--- src/design/asbc_pkg.sv ---
// ----------------------------------------------------------------------------
// asbc_pkg
// Shared types and constants for the audio stream buffer controller.
// ----------------------------------------------------------------------------
package asbc_pkg;

	// Default ring size in bytes
	localparam int unsigned BUFFER_BYTES_DEF = 65536;

	// Fixed field widths
	localparam int unsigned CNT_W    = 17;
	localparam int unsigned REQ_W    = 16;
	localparam int unsigned COMMIT_W = 32;
	localparam int unsigned TOTAL_W  = 64;
	localparam int unsigned REG_W    = 32;
	localparam int unsigned IDX_W    = 2;

	// Prefill target rules
	localparam int unsigned DEFAULT_PERIOD = 4096;
	localparam int unsigned PREFILL_MIN    = 8192;

	// Command codes
	typedef enum logic [1:0] {
		CMD_START   = 2'd0,
		CMD_COMMIT  = 2'd1,
		CMD_READ    = 2'd2,
		CMD_CONSUME = 2'd3
	} cmd_t;

	// Register indexes
	typedef enum logic [IDX_W-1:0] {
		REG_SAMPLE_RATE   = 2'd0,
		REG_CHANNEL_COUNT = 2'd1,
		REG_PERIOD_BYTES  = 2'd2,
		REG_UNUSED        = 2'd3
	} reg_idx_t;

	// What a start command picks up from the register file
	typedef struct packed {
		logic             ok;
		logic [CNT_W-1:0] target;
	} start_cfg_t;

endpackage

--- src/design/asbc_cfg.sv ---
// ----------------------------------------------------------------------------
// asbc_cfg
// Configuration registers and the prefill target derived from them.
// ----------------------------------------------------------------------------
module asbc_cfg import asbc_pkg::*; #(
	parameter int unsigned BUFFER_BYTES = BUFFER_BYTES_DEF
) (
	input  logic             clk,
	input  logic             arst_n,
	input  logic             cfg_valid,
	output logic             cfg_ready,
	input  logic [IDX_W-1:0] cfg_index,
	input  logic [REG_W-1:0] cfg_data,
	output start_cfg_t       start_cfg
);

	localparam int unsigned TW = 19;
	localparam logic [TW-1:0] HALF_T    = TW'(BUFFER_BYTES / 2);
	localparam logic [TW-1:0] FULL_T    = TW'(BUFFER_BYTES);
	localparam logic [TW-1:0] MIN_T     = TW'(PREFILL_MIN);
	localparam logic [REQ_W-1:0] DEF_P  = REQ_W'(DEFAULT_PERIOD);

	logic [REG_W-1:0] sample_rate_q;
	logic [REG_W-1:0] channel_count_q;
	logic [REQ_W-1:0] period_bytes_q;
	logic [REQ_W-1:0] period;
	logic [TW-1:0]    t_x4;
	logic [TW-1:0]    t_lo;
	logic [TW-1:0]    t_half;
	logic [TW-1:0]    t_full;

	assign cfg_ready = 1'b1;

	// Capture register writes
	always_ff @(posedge clk or negedge arst_n) begin
		if (!arst_n) begin
			sample_rate_q   <= '0;
			channel_count_q <= '0;
			period_bytes_q  <= '0;
		end else if (cfg_valid && cfg_ready) begin
			unique case (reg_idx_t'(cfg_index))
				REG_SAMPLE_RATE:   sample_rate_q   <= cfg_data;
				REG_CHANNEL_COUNT: channel_count_q <= cfg_data;
				REG_PERIOD_BYTES:  period_bytes_q  <= cfg_data[REQ_W-1:0];
				default: ;
			endcase
		end
	end

	// Prefill target: four periods, at least the floor, at most half the ring
	always_comb begin
		period = (period_bytes_q == '0) ? DEF_P : period_bytes_q;
		t_x4   = {1'b0, period, 2'b00};
		t_lo   = (t_x4 < MIN_T) ? MIN_T : t_x4;
		t_half = (t_lo > HALF_T) ? HALF_T : t_lo;
		t_full = (t_half > FULL_T) ? FULL_T : t_half;
	end

	assign start_cfg.ok     = (sample_rate_q != '0) && (channel_count_q != '0);
	assign start_cfg.target = t_full[CNT_W-1:0];

endmodule

--- src/design/asbc_engine.sv ---
// ----------------------------------------------------------------------------
// asbc_engine
// Input register, ring bookkeeping for one command, and result register.
// ----------------------------------------------------------------------------
module asbc_engine import asbc_pkg::*; #(
	parameter int unsigned BUFFER_BYTES = BUFFER_BYTES_DEF
) (
	input  logic                clk,
	input  logic                arst_n,
	input  start_cfg_t          start_cfg,
	input  logic                in_valid,
	output logic                in_stall,
	input  logic [1:0]          cmd,
	input  logic [COMMIT_W-1:0] commit_bytes,
	input  logic [REQ_W-1:0]    request_bytes,
	output logic                out_valid,
	input  logic                out_stall,
	output logic [CNT_W-1:0]    byte_count,
	output logic                started,
	output logic [REQ_W-1:0]    read_start,
	output logic [REQ_W-1:0]    first_length,
	output logic [REQ_W-1:0]    second_length,
	output logic [REQ_W-1:0]    silence_bytes,
	output logic [TOTAL_W-1:0]  underrun_count,
	output logic [TOTAL_W-1:0]  underrun_bytes
);

	localparam int unsigned POS_W = (BUFFER_BYTES > 1) ? $clog2(BUFFER_BYTES) : 1;
	localparam logic [CNT_W-1:0] BUF_CNT = CNT_W'(BUFFER_BYTES);

	// Input stage
	logic                s1_valid_q;
	cmd_t                cmd_s1;
	logic [COMMIT_W-1:0] commit_s1;
	logic [REQ_W-1:0]    req_s1;

	// Ring state
	logic [POS_W-1:0]    rp_q;
	logic [CNT_W-1:0]    queued_q;
	logic                pending_q;
	logic [CNT_W-1:0]    target_q;
	logic                running_q;
	logic [TOTAL_W-1:0]  ev_total_q;
	logic [TOTAL_W-1:0]  by_total_q;

	// Next state and result
	logic [POS_W-1:0]    rp_d;
	logic [CNT_W-1:0]    queued_d;
	logic                pending_d;
	logic [CNT_W-1:0]    target_d;
	logic                running_d;
	logic [TOTAL_W-1:0]  ev_total_d;
	logic [TOTAL_W-1:0]  by_total_d;
	logic [REQ_W-1:0]    rstart_d;
	logic [REQ_W-1:0]    first_d;
	logic [REQ_W-1:0]    second_d;
	logic [REQ_W-1:0]    silence_d;

	// Step temporaries
	logic [CNT_W-1:0]    room;
	logic [CNT_W-1:0]    add;
	logic [CNT_W-1:0]    req_ext;
	logic [CNT_W-1:0]    nread;
	logic [CNT_W-1:0]    to_end;
	logic [CNT_W-1:0]    first_c;
	logic [CNT_W-1:0]    pos_sum;
	logic [CNT_W-1:0]    pos_wrap;
	logic [CNT_W-1:0]    short_c;

	logic s2_ready;
	logic advance;
	logic accept;

	// Handshake: result register frees when taken, input stage drains into it
	assign s2_ready = !out_valid || !out_stall;
	assign advance  = s1_valid_q && s2_ready;
	assign in_stall = s1_valid_q && !s2_ready;
	assign accept   = in_valid && !in_stall;

	// Hold the accepted item
	always_ff @(posedge clk or negedge arst_n) begin
		if (!arst_n) begin
			s1_valid_q <= 1'b0;
		end else if (accept) begin
			s1_valid_q <= 1'b1;
		end else if (advance) begin
			s1_valid_q <= 1'b0;
		end
	end

	always_ff @(posedge clk) begin
		if (accept) begin
			cmd_s1    <= cmd_t'(cmd);
			commit_s1 <= commit_bytes;
			req_s1    <= request_bytes;
		end
	end

	// Shared datapath terms
	always_comb begin
		room     = BUF_CNT - queued_q;
		add      = (commit_s1 < COMMIT_W'(room)) ? commit_s1[CNT_W-1:0] : room;
		req_ext  = CNT_W'(req_s1);
		nread    = (queued_q < req_ext) ? queued_q : req_ext;
		to_end   = BUF_CNT - CNT_W'(rp_q);
		first_c  = (nread < to_end) ? nread : to_end;
		pos_sum  = CNT_W'(rp_q) + nread;
		pos_wrap = (pos_sum >= BUF_CNT) ? (pos_sum - BUF_CNT) : pos_sum;
		short_c  = req_ext - nread;
	end

	// Apply one command
	always_comb begin
		rp_d       = rp_q;
		queued_d   = queued_q;
		pending_d  = pending_q;
		target_d   = target_q;
		running_d  = running_q;
		ev_total_d = ev_total_q;
		by_total_d = by_total_q;
		rstart_d   = '0;
		first_d    = '0;
		second_d   = '0;
		silence_d  = '0;
		unique case (cmd_s1)
			CMD_START: begin
				rp_d      = '0;
				queued_d  = '0;
				pending_d = 1'b1;
				running_d = start_cfg.ok;
				if (start_cfg.ok) begin
					target_d   = start_cfg.target;
					ev_total_d = '0;
					by_total_d = '0;
				end
			end
			CMD_COMMIT: begin
				if (running_q) begin
					queued_d = queued_q + add;
				end
			end
			CMD_READ: ;
			CMD_CONSUME: begin
				if (req_s1 != '0) begin
					if (!running_q) begin
						silence_d = req_s1;
					end else if (pending_q && (queued_q < target_q)) begin
						// Still prefilling: deliver nothing
						rstart_d  = REQ_W'(rp_q);
						silence_d = req_s1;
					end else begin
						rstart_d  = REQ_W'(rp_q);
						first_d   = first_c[REQ_W-1:0];
						second_d  = REQ_W'(nread - first_c);
						rp_d      = pos_wrap[POS_W-1:0];
						queued_d  = queued_q - nread;
						pending_d = 1'b0;
						// Short read: count the gap and rearm prefill
						if (short_c != '0) begin
							silence_d  = short_c[REQ_W-1:0];
							ev_total_d = ev_total_q + TOTAL_W'(1);
							by_total_d = by_total_q + TOTAL_W'(short_c);
							pending_d  = 1'b1;
						end
					end
				end
			end
			default: ;
		endcase
	end

	// Commit state as the item moves to the result register
	always_ff @(posedge clk or negedge arst_n) begin
		if (!arst_n) begin
			rp_q       <= '0;
			queued_q   <= '0;
			pending_q  <= 1'b1;
			target_q   <= '0;
			running_q  <= 1'b0;
			ev_total_q <= '0;
			by_total_q <= '0;
		end else if (advance) begin
			rp_q       <= rp_d;
			queued_q   <= queued_d;
			pending_q  <= pending_d;
			target_q   <= target_d;
			running_q  <= running_d;
			ev_total_q <= ev_total_d;
			by_total_q <= by_total_d;
		end
	end

	// Result register
	always_ff @(posedge clk or negedge arst_n) begin
		if (!arst_n) begin
			out_valid <= 1'b0;
		end else if (advance) begin
			out_valid <= 1'b1;
		end else if (!out_stall) begin
			out_valid <= 1'b0;
		end
	end

	always_ff @(posedge clk) begin
		if (advance) begin
			byte_count     <= running_d ? queued_d : '0;
			started        <= running_d;
			read_start     <= rstart_d;
			first_length   <= first_d;
			second_length  <= second_d;
			silence_bytes  <= silence_d;
			underrun_count <= ev_total_d;
			underrun_bytes <= by_total_d;
		end
	end

	// Queue never holds more than the ring
	a_queue_bound: assert property (@(posedge clk) disable iff (!arst_n)
		queued_q <= BUF_CNT)
		else $error("queued bytes exceed ring size");

	// Read position stays inside the ring
	a_pos_bound: assert property (@(posedge clk) disable iff (!arst_n)
		CNT_W'(rp_q) < BUF_CNT)
		else $error("read position outside ring");

	// A stopped stream holds nothing
	a_stopped_empty: assert property (@(posedge clk) disable iff (!arst_n)
		!running_q |-> (queued_q == '0 && rp_q == '0))
		else $error("stopped stream holds data");

	// A delivered result reports an empty queue when stopped
	a_result_stopped: assert property (@(posedge clk) disable iff (!arst_n)
		(out_valid && !started) |-> (byte_count == '0 && first_length == '0))
		else $error("stopped result reports data");

	// The input stage only stalls while the result register is held
	a_stall_cause: assert property (@(posedge clk) disable iff (!arst_n)
		in_stall |-> (out_valid && out_stall && s1_valid_q))
		else $error("input stalled without a held result");

endmodule

--- src/design/audio_stream_buffer_controller_core.sv ---
// ----------------------------------------------------------------------------
// audio_stream_buffer_controller_core
// Bookkeeping for an audio byte ring buffer with prefill before playback.
// ----------------------------------------------------------------------------
// Usage:
//   Input channel (in_valid/in_stall) carries one command per beat: start,
//   commit bytes, read count or consume request. Every command yields one
//   result beat on the output channel (out_valid/out_stall) with the queued
//   byte count, the running flag, the read segments, the silence fill and
//   the underrun totals.
//   Configuration (cfg_valid/cfg_ready, cfg_index, cfg_data) writes sample
//   rate, channel count and period size; write only while the block is idle.
//   cfg_ready is always high.
//   A command accepted into the input stage moves on to the result register.
//   Throughput: one command per cycle while the output is not stalled, set
//   by the single input stage feeding the result register.
//   Reset clears the control and ring state registers: the stream is
//   stopped, the queue is empty and the prefill wait is armed. No clearing
//   pass is needed.
//   When the receiver stalls, the result beat holds; one more command can
//   wait in the input stage, after which in_stall rises.
// ----------------------------------------------------------------------------
module audio_stream_buffer_controller_core import asbc_pkg::*; #(
	parameter int unsigned BUFFER_BYTES = BUFFER_BYTES_DEF
) (
	input  logic                clk,
	input  logic                arst_n,
	input  logic                cfg_valid,
	output logic                cfg_ready,
	input  logic [IDX_W-1:0]    cfg_index,
	input  logic [REG_W-1:0]    cfg_data,
	input  logic                in_valid,
	output logic                in_stall,
	input  logic [1:0]          cmd,
	input  logic [COMMIT_W-1:0] commit_bytes,
	input  logic [REQ_W-1:0]    request_bytes,
	output logic                out_valid,
	input  logic                out_stall,
	output logic [CNT_W-1:0]    byte_count,
	output logic                started,
	output logic [REQ_W-1:0]    read_start,
	output logic [REQ_W-1:0]    first_length,
	output logic [REQ_W-1:0]    second_length,
	output logic [REQ_W-1:0]    silence_bytes,
	output logic [TOTAL_W-1:0]  underrun_count,
	output logic [TOTAL_W-1:0]  underrun_bytes
);

	start_cfg_t start_cfg;

	// Register file and prefill target
	asbc_cfg #(
		.BUFFER_BYTES (BUFFER_BYTES)
	) u_cfg (
		.clk       (clk),
		.arst_n    (arst_n),
		.cfg_valid (cfg_valid),
		.cfg_ready (cfg_ready),
		.cfg_index (cfg_index),
		.cfg_data  (cfg_data),
		.start_cfg (start_cfg)
	);

	// Command pipeline
	asbc_engine #(
		.BUFFER_BYTES (BUFFER_BYTES)
	) u_engine (
		.clk            (clk),
		.arst_n         (arst_n),
		.start_cfg      (start_cfg),
		.in_valid       (in_valid),
		.in_stall       (in_stall),
		.cmd            (cmd),
		.commit_bytes   (commit_bytes),
		.request_bytes  (request_bytes),
		.out_valid      (out_valid),
		.out_stall      (out_stall),
		.byte_count     (byte_count),
		.started        (started),
		.read_start     (read_start),
		.first_length   (first_length),
		.second_length  (second_length),
		.silence_bytes  (silence_bytes),
		.underrun_count (underrun_count),
		.underrun_bytes (underrun_bytes)
	);

endmodule
--- config.mk ---
export PLATFORM = sky130hd
export DESIGN_NAME = audio_stream_buffer_controller_core
export DESIGN_NICKNAME = d
export VERILOG_FILES = /design/src/design/asbc_pkg.sv /design/src/design/asbc_cfg.sv /design/src/design/asbc_engine.sv /design/src/design/audio_stream_buffer_controller_core.sv
export SDC_FILE = /design/constraint.sdc
export NUM_CORES = 1
export LEC_CHECK = 0
export BUFFER_PORTS_ARGS = -buffer_cell sky130_fd_sc_hd__buf_2
export CORE_MARGIN = 2
export CORE_UTILIZATION = 45
export CTS_CLUSTER_DIAMETER = 200
export DETAILED_ROUTE_END_ITERATION = 12
export GPL_TIMING_DRIVEN = 0
export HOLD_SLACK_MARGIN = 0.15
export SYNTH_ARGS = -nofsm -noshare
export SYNTH_HDL_FRONTEND = slang
export SYNTH_SLANG_ARGS = --single-unit
--- constraint.sdc ---
create_clock -name clk -period 22.8 [get_ports clk]
set_clock_uncertainty 0.05 [all_clocks]
set_input_delay 1.14 -clock clk [delete_from_list [all_inputs] [get_ports clk]]
set_output_delay 1.14 -clock clk [all_outputs]
set_load 0.05 [all_outputs]
### Word level (Yosys, flattened, before mapping)

Cells that the tools add are included.

* $add $sub $neg: 10
* multiplexer cells: 42
* equality and inequality tests: 8
* magnitude comparators: 8
* reductions and logical operators: 27
* bitwise gates (word level): 3

Operator list (number)
* 64-bit two-way mux: 10
* 64-bit one-hot mux with 2 select lines: 2
* 16-bit two-way mux: 9
* 17-bit two-way mux: 7
* 64-bit by 1-bit adder with 64-bit output, second input constant: 1
* 64-bit by 17-bit adder with 64-bit output: 1
* 32-bit nonzero test: 2
* 17-bit one-hot mux with 3 select lines: 1
* 18-bit two-way mux: 2
* 17-bit < comparator: 2
* 32-bit by 17-bit < comparator with 1-bit output: 1
* 16-bit one-hot mux with 2 select lines: 1
* 19-bit by 16-bit > comparator with 1-bit output, second input constant: 1
* 19-bit by 17-bit > comparator with 1-bit output, second input constant: 1
* 18-bit by 14-bit < comparator with 1-bit output, second input constant: 1
* 16-bit by 17-bit adder with 17-bit output: 1
* 17-bit adder: 1
* 17-bit greater-or-equal comparator, second input constant: 1
* 17-bit by 16-bit < comparator with 1-bit output: 1
* 17-bit nonzero test: 1
* 16-bit by 17-bit subtractor with 17-bit output: 1
* 17-bit by 16-bit subtractor with 17-bit output, first input constant: 1
* 17-bit subtractor: 1
* 17-bit subtractor, first input constant: 1
* 20 further kinds: 47

* bits of input ports: 89
* flip-flop bits (word level): 522
* output and inout port bits: 213

### Logic depth before layout (Yosys ltp)

* word-level depth: 9
* depth in mapped cells: 37
* gate-level depth less buffers: 36

### Cells and area by module

A second synthesis with hierarchy kept.

* cell total of the unflattened synthesis: 3027
* area total of the unflattened synthesis: 30698.2 um^2

Modules (own cells, without submodules)
* asbc_engine: sequential area each 12363.1 um^2, times used 1, area each 27378.8 um^2, cells an instance 2803
* asbc_cfg: sequential area each 2001.9 um^2, times used 1, area each 3319.4 um^2, cells an instance 224

### Worst setup path before layout

OpenSTA, ideal clock, no wires.

* kind: input to register
* from: in out_stall
* to: reg u_engine.target_q[16]
* required time: 22.342 ns
* arrival: 7.718 ns
* setup time: 0.408 ns
* stages on the path: 5
* slack: 14.624 ns
* cells stage by stage: nand2_1 -> nand2_1 -> inv_2 -> clkbuf_1 -> a31oi_1

* longest elaborated chain between the ends: 4

RTL lines
* start, declared: line audio_stream_buffer_controller_core.sv:38 `input logic out_stall,`
* 1-bit logical NOT: line asbc_engine.sv:75 `assign s2_ready = !out_valid || !out_stall;`
* 1-bit logical OR: line asbc_engine.sv:75
* 1-bit logical AND: line asbc_engine.sv:76 `assign advance = s1_valid_q && s2_ready;`
* via u_engine.advance: line asbc_engine.sv:71 `logic advance;`
* 3-bit AND reduction (no line)
* end signal, assigned: line asbc_engine.sv:186 `target_q <= target_d;`
* end, declared: line asbc_engine.sv:41 `logic [CNT_W-1:0] target_q;`

The timed path passes the listed nets, and every way through them passes these cells.
A chain may end at the register's enable or synchronous reset.

### Worst setup path after layout

* from: reg u_engine.req_s1[1]
* to: reg u_engine.underrun_bytes[57] (data pin)

* longest elaborated chain between the ends: 9
* elaborated cells between the ends (all ways): 11

RTL lines
* start, declared: line asbc_engine.sv:35 `logic [REQ_W-1:0] req_s1;`
* start signal, assigned: line asbc_engine.sv:95 `req_s1 <= request_bytes;`
* 17-bit by 16-bit < comparator with 1-bit output: line asbc_engine.sv:104 `nread = (queued_q < req_ext) ? queued_q : req_ext;`
* 17-bit two-way mux: line asbc_engine.sv:104
* 16-bit by 17-bit subtractor with 17-bit output: line asbc_engine.sv:109 `short_c = req_ext - nread;`
* 64-bit by 17-bit adder with 64-bit output or 17-bit nonzero test (tied branches): line asbc_engine.sv:162, asbc_engine.sv:159
* 64-bit two-way mux: line asbc_engine.sv:159 `if (short_c != '0) begin`
* 64-bit two-way mux: line asbc_engine.sv:147 `end else if (pending_q && (queued_q < target_q)) begin`
* 64-bit two-way mux: line asbc_engine.sv:145 `if (!running_q) begin`
* 64-bit two-way mux (*): line asbc_engine.sv:144 `if (req_s1 != '0) begin`
* 64-bit one-hot mux with 2 select lines (*): line asbc_engine.sv:125 `unique case (cmd_s1)`
* via u_engine.by_total_d[57]: line asbc_engine.sv:53 `logic [TOTAL_W-1:0] by_total_d;`
* end signal, assigned: line asbc_engine.sv:213 `underrun_bytes <= by_total_d;`
* end, declared: line asbc_engine.sv:25 `output logic [TOTAL_W-1:0] underrun_bytes`

Mark *: on every way through the listed nets, which the timed path passes. The rest lies on a longest branch.

==> results summary <==
Once layout is complete, the utilization of the core stands at 0.5261. The cell sitting at the root of the clock tree is a sky130_fd_sc_hd__clkbuf_16. For the worst setup path, the data required time is 23080 ps. The count of instances resized after the clock tree is built came out at 0. The tool flagged a number of max-cap violations equal to 0. The first-pass GRT wire length is between 150000 and 200000 um. The worst reg-to-reg path cell count came out at 31. Counting instances, the worst hold path has a depth of 1. The average footprint of a synthesized cell came out at approximately 10 um^2.

Detailed placement ended at an HPWL of 77040 um. The TritonCTS clock tree is built. In this run the post-CTS setup repair buffer count came out at 0.

In this run the worst setup path begins at u_engine.req_s1[1]$_DFFE_PP_. The number of distinct standard cells referenced by the synthesized netlist came out at 79. Counting flops with a built-in enable in the synthesized netlist gives 260. The total leakage power is 0.01429 uW. After floorplanning, the core was divided into between 90 and 100 placement rows. The layout overhead on the synthesized area is 15.88%.

The hold violation total from the final report came out at 0. The max-slew headroom at the worst pin came out at 0.04176. The worst hold margin is 422.0 ps. The floorplan step defined a die boundary enclosing 0.06829 mm^2. The number of vias per cell came out at 6.058. The initial utilization of the core area, before any placement, comes to 0.4540. The total vias in the final route is 25900. The run finished with clean final reports. The clock passes through at most 3 buffers. The overflow left after global routing is 0. The min-delay analysis places its worst path in the category reg -> reg. In this run, post-CTS hold repair placed 0 buffers. The boundary pin count came out at roughly 300. The most critical setup path has its endpoint at u_engine.underrun_bytes[57]$_DFFE_PP_. The source-to-sink clock delay at the later pin of the worst-skew pair came out at 640 ps. The peak supply drop came out at 0.0001254 V. The origin of the critical flop-to-flop path is u_engine.req_s1[1]$_DFFE_PP_. In this run the critical register-to-register path is captured at u_engine.underrun_bytes[57]$_DFFE_PP_. The share of final-layout standard cells stronger than drive strength 1 came out at 0.1513. The total standard cell area after synthesis is 0.02980 mm^2.

The overall power is 5257 uW. The number of buffers added on ports came out at 300. In the layout the commonest cells are sky130_fd_sc_hd__buf_2, sky130_fd_sc_hd__o21ai_0, sky130_fd_sc_hd__edfxtp_1, sky130_fd_sc_hd__dfrtp_1, sky130_fd_sc_hd__nand2_1. The yosys synthesis warning count is 0. The highest clock rate came out at 94.10 MHz. The net count after synthesis is 3254. The cell repeated most along the worst path is sky130_fd_sc_hd__clkbuf_1. The number of buffers inserted during clock tree synthesis came out at 58. After detailed routing, the number of remaining DRC violations is 0.

The final max-slew violation count is 0. The clock period minus worst slack came out at 10630 ps. The horizontal extent of the die came out at 261.3 um.

The total wire length is roughly 100000 um. The kind of start point of the critical path is a register. The internal reg-to-reg setup slack is 12170 ps.

The measured slew at the worst slew-check pin came out at 1422 ps. Counting every instance in the synthesized netlist gives between 2000 and 3000. The post-route setup TNS came out at 0 ps. The power per standard cell area is approximately 150 mW/mm^2.

The routed wire length per instance is approximately 24 um. The data arrival time of the worst path came out at 10910 ps. The portion of the post-synthesis area used by sequential elements is 0.4804. The core region area came out at 0.06563 mm^2. The combined global-route utilization of all metal layers came out at 0.2965.

The largest net degree at the start of global routing is ~120. Counting flops with an async set or reset pin after synthesis yields a share of 0.5000. The placer's final routability congestion estimate is about 0.96. The number of antenna violations at the first check in global routing is 2. The number of flip-flops and latches in the synthesized netlist is 520. Setup violations remaining at the end of the flow were counted as 0. On the critical path, the stage with the largest delay is an instance of sky130_fd_sc_hd__a2111oi_0.

The remaining antenna violation count came out at 0. The CTS clock-pin slew for the worst setup and hold paths came out at around 70 ps. At the end of the flow, the number of nets in the layout was 3622. The critical path is of the reg -> reg type. For this run, the leading register cell type out of synthesis is sky130_fd_sc_hd__edfxtp_1. The number of optimization iterations in the first detailed-route pass came out at 6. The height of the die came out at 261.3 um. The longest individual stage delay on the worst path came out at 870 ps.

Leaving out fill and tap cells, the most frequent cell in the layout is sky130_fd_sc_hd__buf_2. The number of antenna repair diodes came out at 0. The highest net fanout along the worst path came out at 10. Setup repair after global routing left no endpoint under its margin. The number of global-route vias before repair is 24990. The portion of the clock cycle consumed by the worst path in the final layout came out at 0.4661. For this design, the sink count on the clock tree is 520. The H-tree depth came out at 2. The number of DRC markers in iteration 0 came out at 2487. The post-layout worst setup margin came out at 12170 ps. STA classifies the critical path endpoint as a register. The worst slack at placement is 12490 ps.
-- critical path, delay by kind of cell (launching register included) --
kind	cells	cell delay, ps
compound gates	14	4210
simple gates	8	2430
buf+inv	6	2060
fa+ha+maj	3	1050
flops	1	520
-- power by group --
part | internal (uW) | switching, uW | total [uW]
Combinational | 1170 | 1920 | 3080
Sequential | 1100 | 104 | 1210
Clock | 557 | 407 | 965
Total | 2830 | 2430 | 5260
-- final cells by class --
type | count | area, um^2
fill | 5978 | 31100
timing repair buffer | 308 | 1689
multi-input combinational | 2208 | 14460
buffer | 164 | 648.1
tap | 864 | 1081
clock inverter | 40 | 401.6
inverter | 102 | 382.9
sequential | 520 | 14320
clock buffer | 69 | 1554
-- metal layers --
layer | vias up | GRT usage | part of all wire
li1 | 11990 | - | -
met1 | 12560 | 0.3861 | 0.41
met2 | 1095 | 0.4893 | 0.47
met3 | 255 | 0.04646 | 0.069
met4 | 4 | 0.1326 | 0.049
met5 | - | 0 | 0.00020
-- worst min path at each step --
stage / start / end / slack [ps]
CTS: u_engine.s1_valid_q$_DFFE_PN0P_ / u_engine.out_valid$_DFFE_PN0P_ / 420
finish: u_engine.s1_valid_q$_DFFE_PN0P_ / u_engine.out_valid$_DFFE_PN0P_ / 420
global route: u_engine.s1_valid_q$_DFFE_PN0P_ / u_engine.out_valid$_DFFE_PN0P_ / 450
detailed placement: u_engine.s1_valid_q$_DFFE_PN0P_ / u_engine.out_valid$_DFFE_PN0P_ / 420
global placement: u_engine.by_total_q[50]$_DFFE_PN0P_ / u_engine.by_total_q[50]$_DFFE_PN0P_ / 410
floorplan: u_engine.by_total_q[50]$_DFFE_PN0P_ / u_engine.by_total_q[50]$_DFFE_PN0P_ / 390
-- state kept, by name, indices dropped and copies added (netlist names), 2 cells and up --
signal	cells
u_cfg.channel_count_q	32
u_cfg.period_bytes_q	16
u_cfg.sample_rate_q	32
u_engine.by_total_q	64
u_engine.byte_count	17
u_engine.cmd_s1	2
u_engine.commit_s1	32
u_engine.ev_total_q	64
u_engine.first_length	16
u_engine.queued_q	17
u_engine.read_start	16
u_engine.req_s1	16
u_engine.rp_q	16
u_engine.second_length	16
u_engine.silence_bytes	16
u_engine.target_q	15
u_engine.underrun_bytes	64
u_engine.underrun_count	64
-- cell usage after synthesis (10+ instances only) --
library cell               number  area [um^2]
sky130_fd_sc_hd__o41ai_1       15        131.4
sky130_fd_sc_hd__a22o_1        53        464.2
sky130_fd_sc_hd__and2_1        41        256.5
sky130_fd_sc_hd__dfrtp_1      259         6481
sky130_fd_sc_hd__nand4_1       30        187.7
sky130_fd_sc_hd__nor2_1       214        803.3
sky130_fd_sc_hd__xnor2_1       56        490.5
sky130_fd_sc_hd__o21ai_1       10        50.05
sky130_fd_sc_hd__nor2b_1       26        162.7
sky130_fd_sc_hd__clkbuf_1     144        540.5
sky130_fd_sc_hd__edfxtp_1     260         7807
sky130_fd_sc_hd__mux2_2        86        968.4
sky130_fd_sc_hd__mux2i_1       29        290.3
sky130_fd_sc_hd__nor4_1        46        287.8
sky130_fd_sc_hd__a21o_1        34        255.2
sky130_fd_sc_hd__ha_1         165         2064
sky130_fd_sc_hd__xor2_1        37        324.1
sky130_fd_sc_hd__and4_1        14        122.6
sky130_fd_sc_hd__nand3_1       77        385.4
sky130_fd_sc_hd__and3_1        53        331.6
sky130_fd_sc_hd__or3_1         21        131.4
sky130_fd_sc_hd__o21ai_0      297         1486
sky130_fd_sc_hd__o21a_1        34        255.2
sky130_fd_sc_hd__inv_1         99        371.6
sky130_fd_sc_hd__a211oi_1      26        195.2
sky130_fd_sc_hd__a21oi_1      218         1091
sky130_fd_sc_hd__nand2_1      240        900.9
sky130_fd_sc_hd__nor3_1        44        220.2
sky130_fd_sc_hd__a31oi_1      106        663.1
sky130_fd_sc_hd__o31ai_1       69        518.0
sky130_fd_sc_hd__o21bai_1      10        75.07
sky130_fd_sc_hd__a41oi_1       13        113.9
sky130_fd_sc_hd__nand2b_1      25        156.4
-- cell families (layout without fill, tap and decap cells) --
| group | Yosys count | after routing | synth area share |
|---|---|---|---|
| adder cells (fa/ha/maj) | 171 | 171 | 0.07332 |
| flip-flops | 520 | 520 | 0.4804 |
| multiplexers | 115 | 115 | 0.04224 |
| AO/OA/AOI/OAI | 966 | 966 | 0.2012 |
| XOR/XNOR | 93 | 93 | 0.02734 |
| buffers and inverters | 266 | 683 | 0.03447 |
| other | 2 | 2 | 0.0002520 |
| AND/OR/NAND/NOR | 861 | 861 | 0.1408 |
-- through the flow --
step / instances / instance area [um^2]
3_5_place_dp: 4166 / 32570
2_1_floorplan: 2994 / 29800
3_3_place_gp: 4158 / 32380
4_1_cts: 4275 / 34530
6_report: 4275 / 34530
5_1_grt: 4275 / 34530
Power figures use the tool's default switching activity.
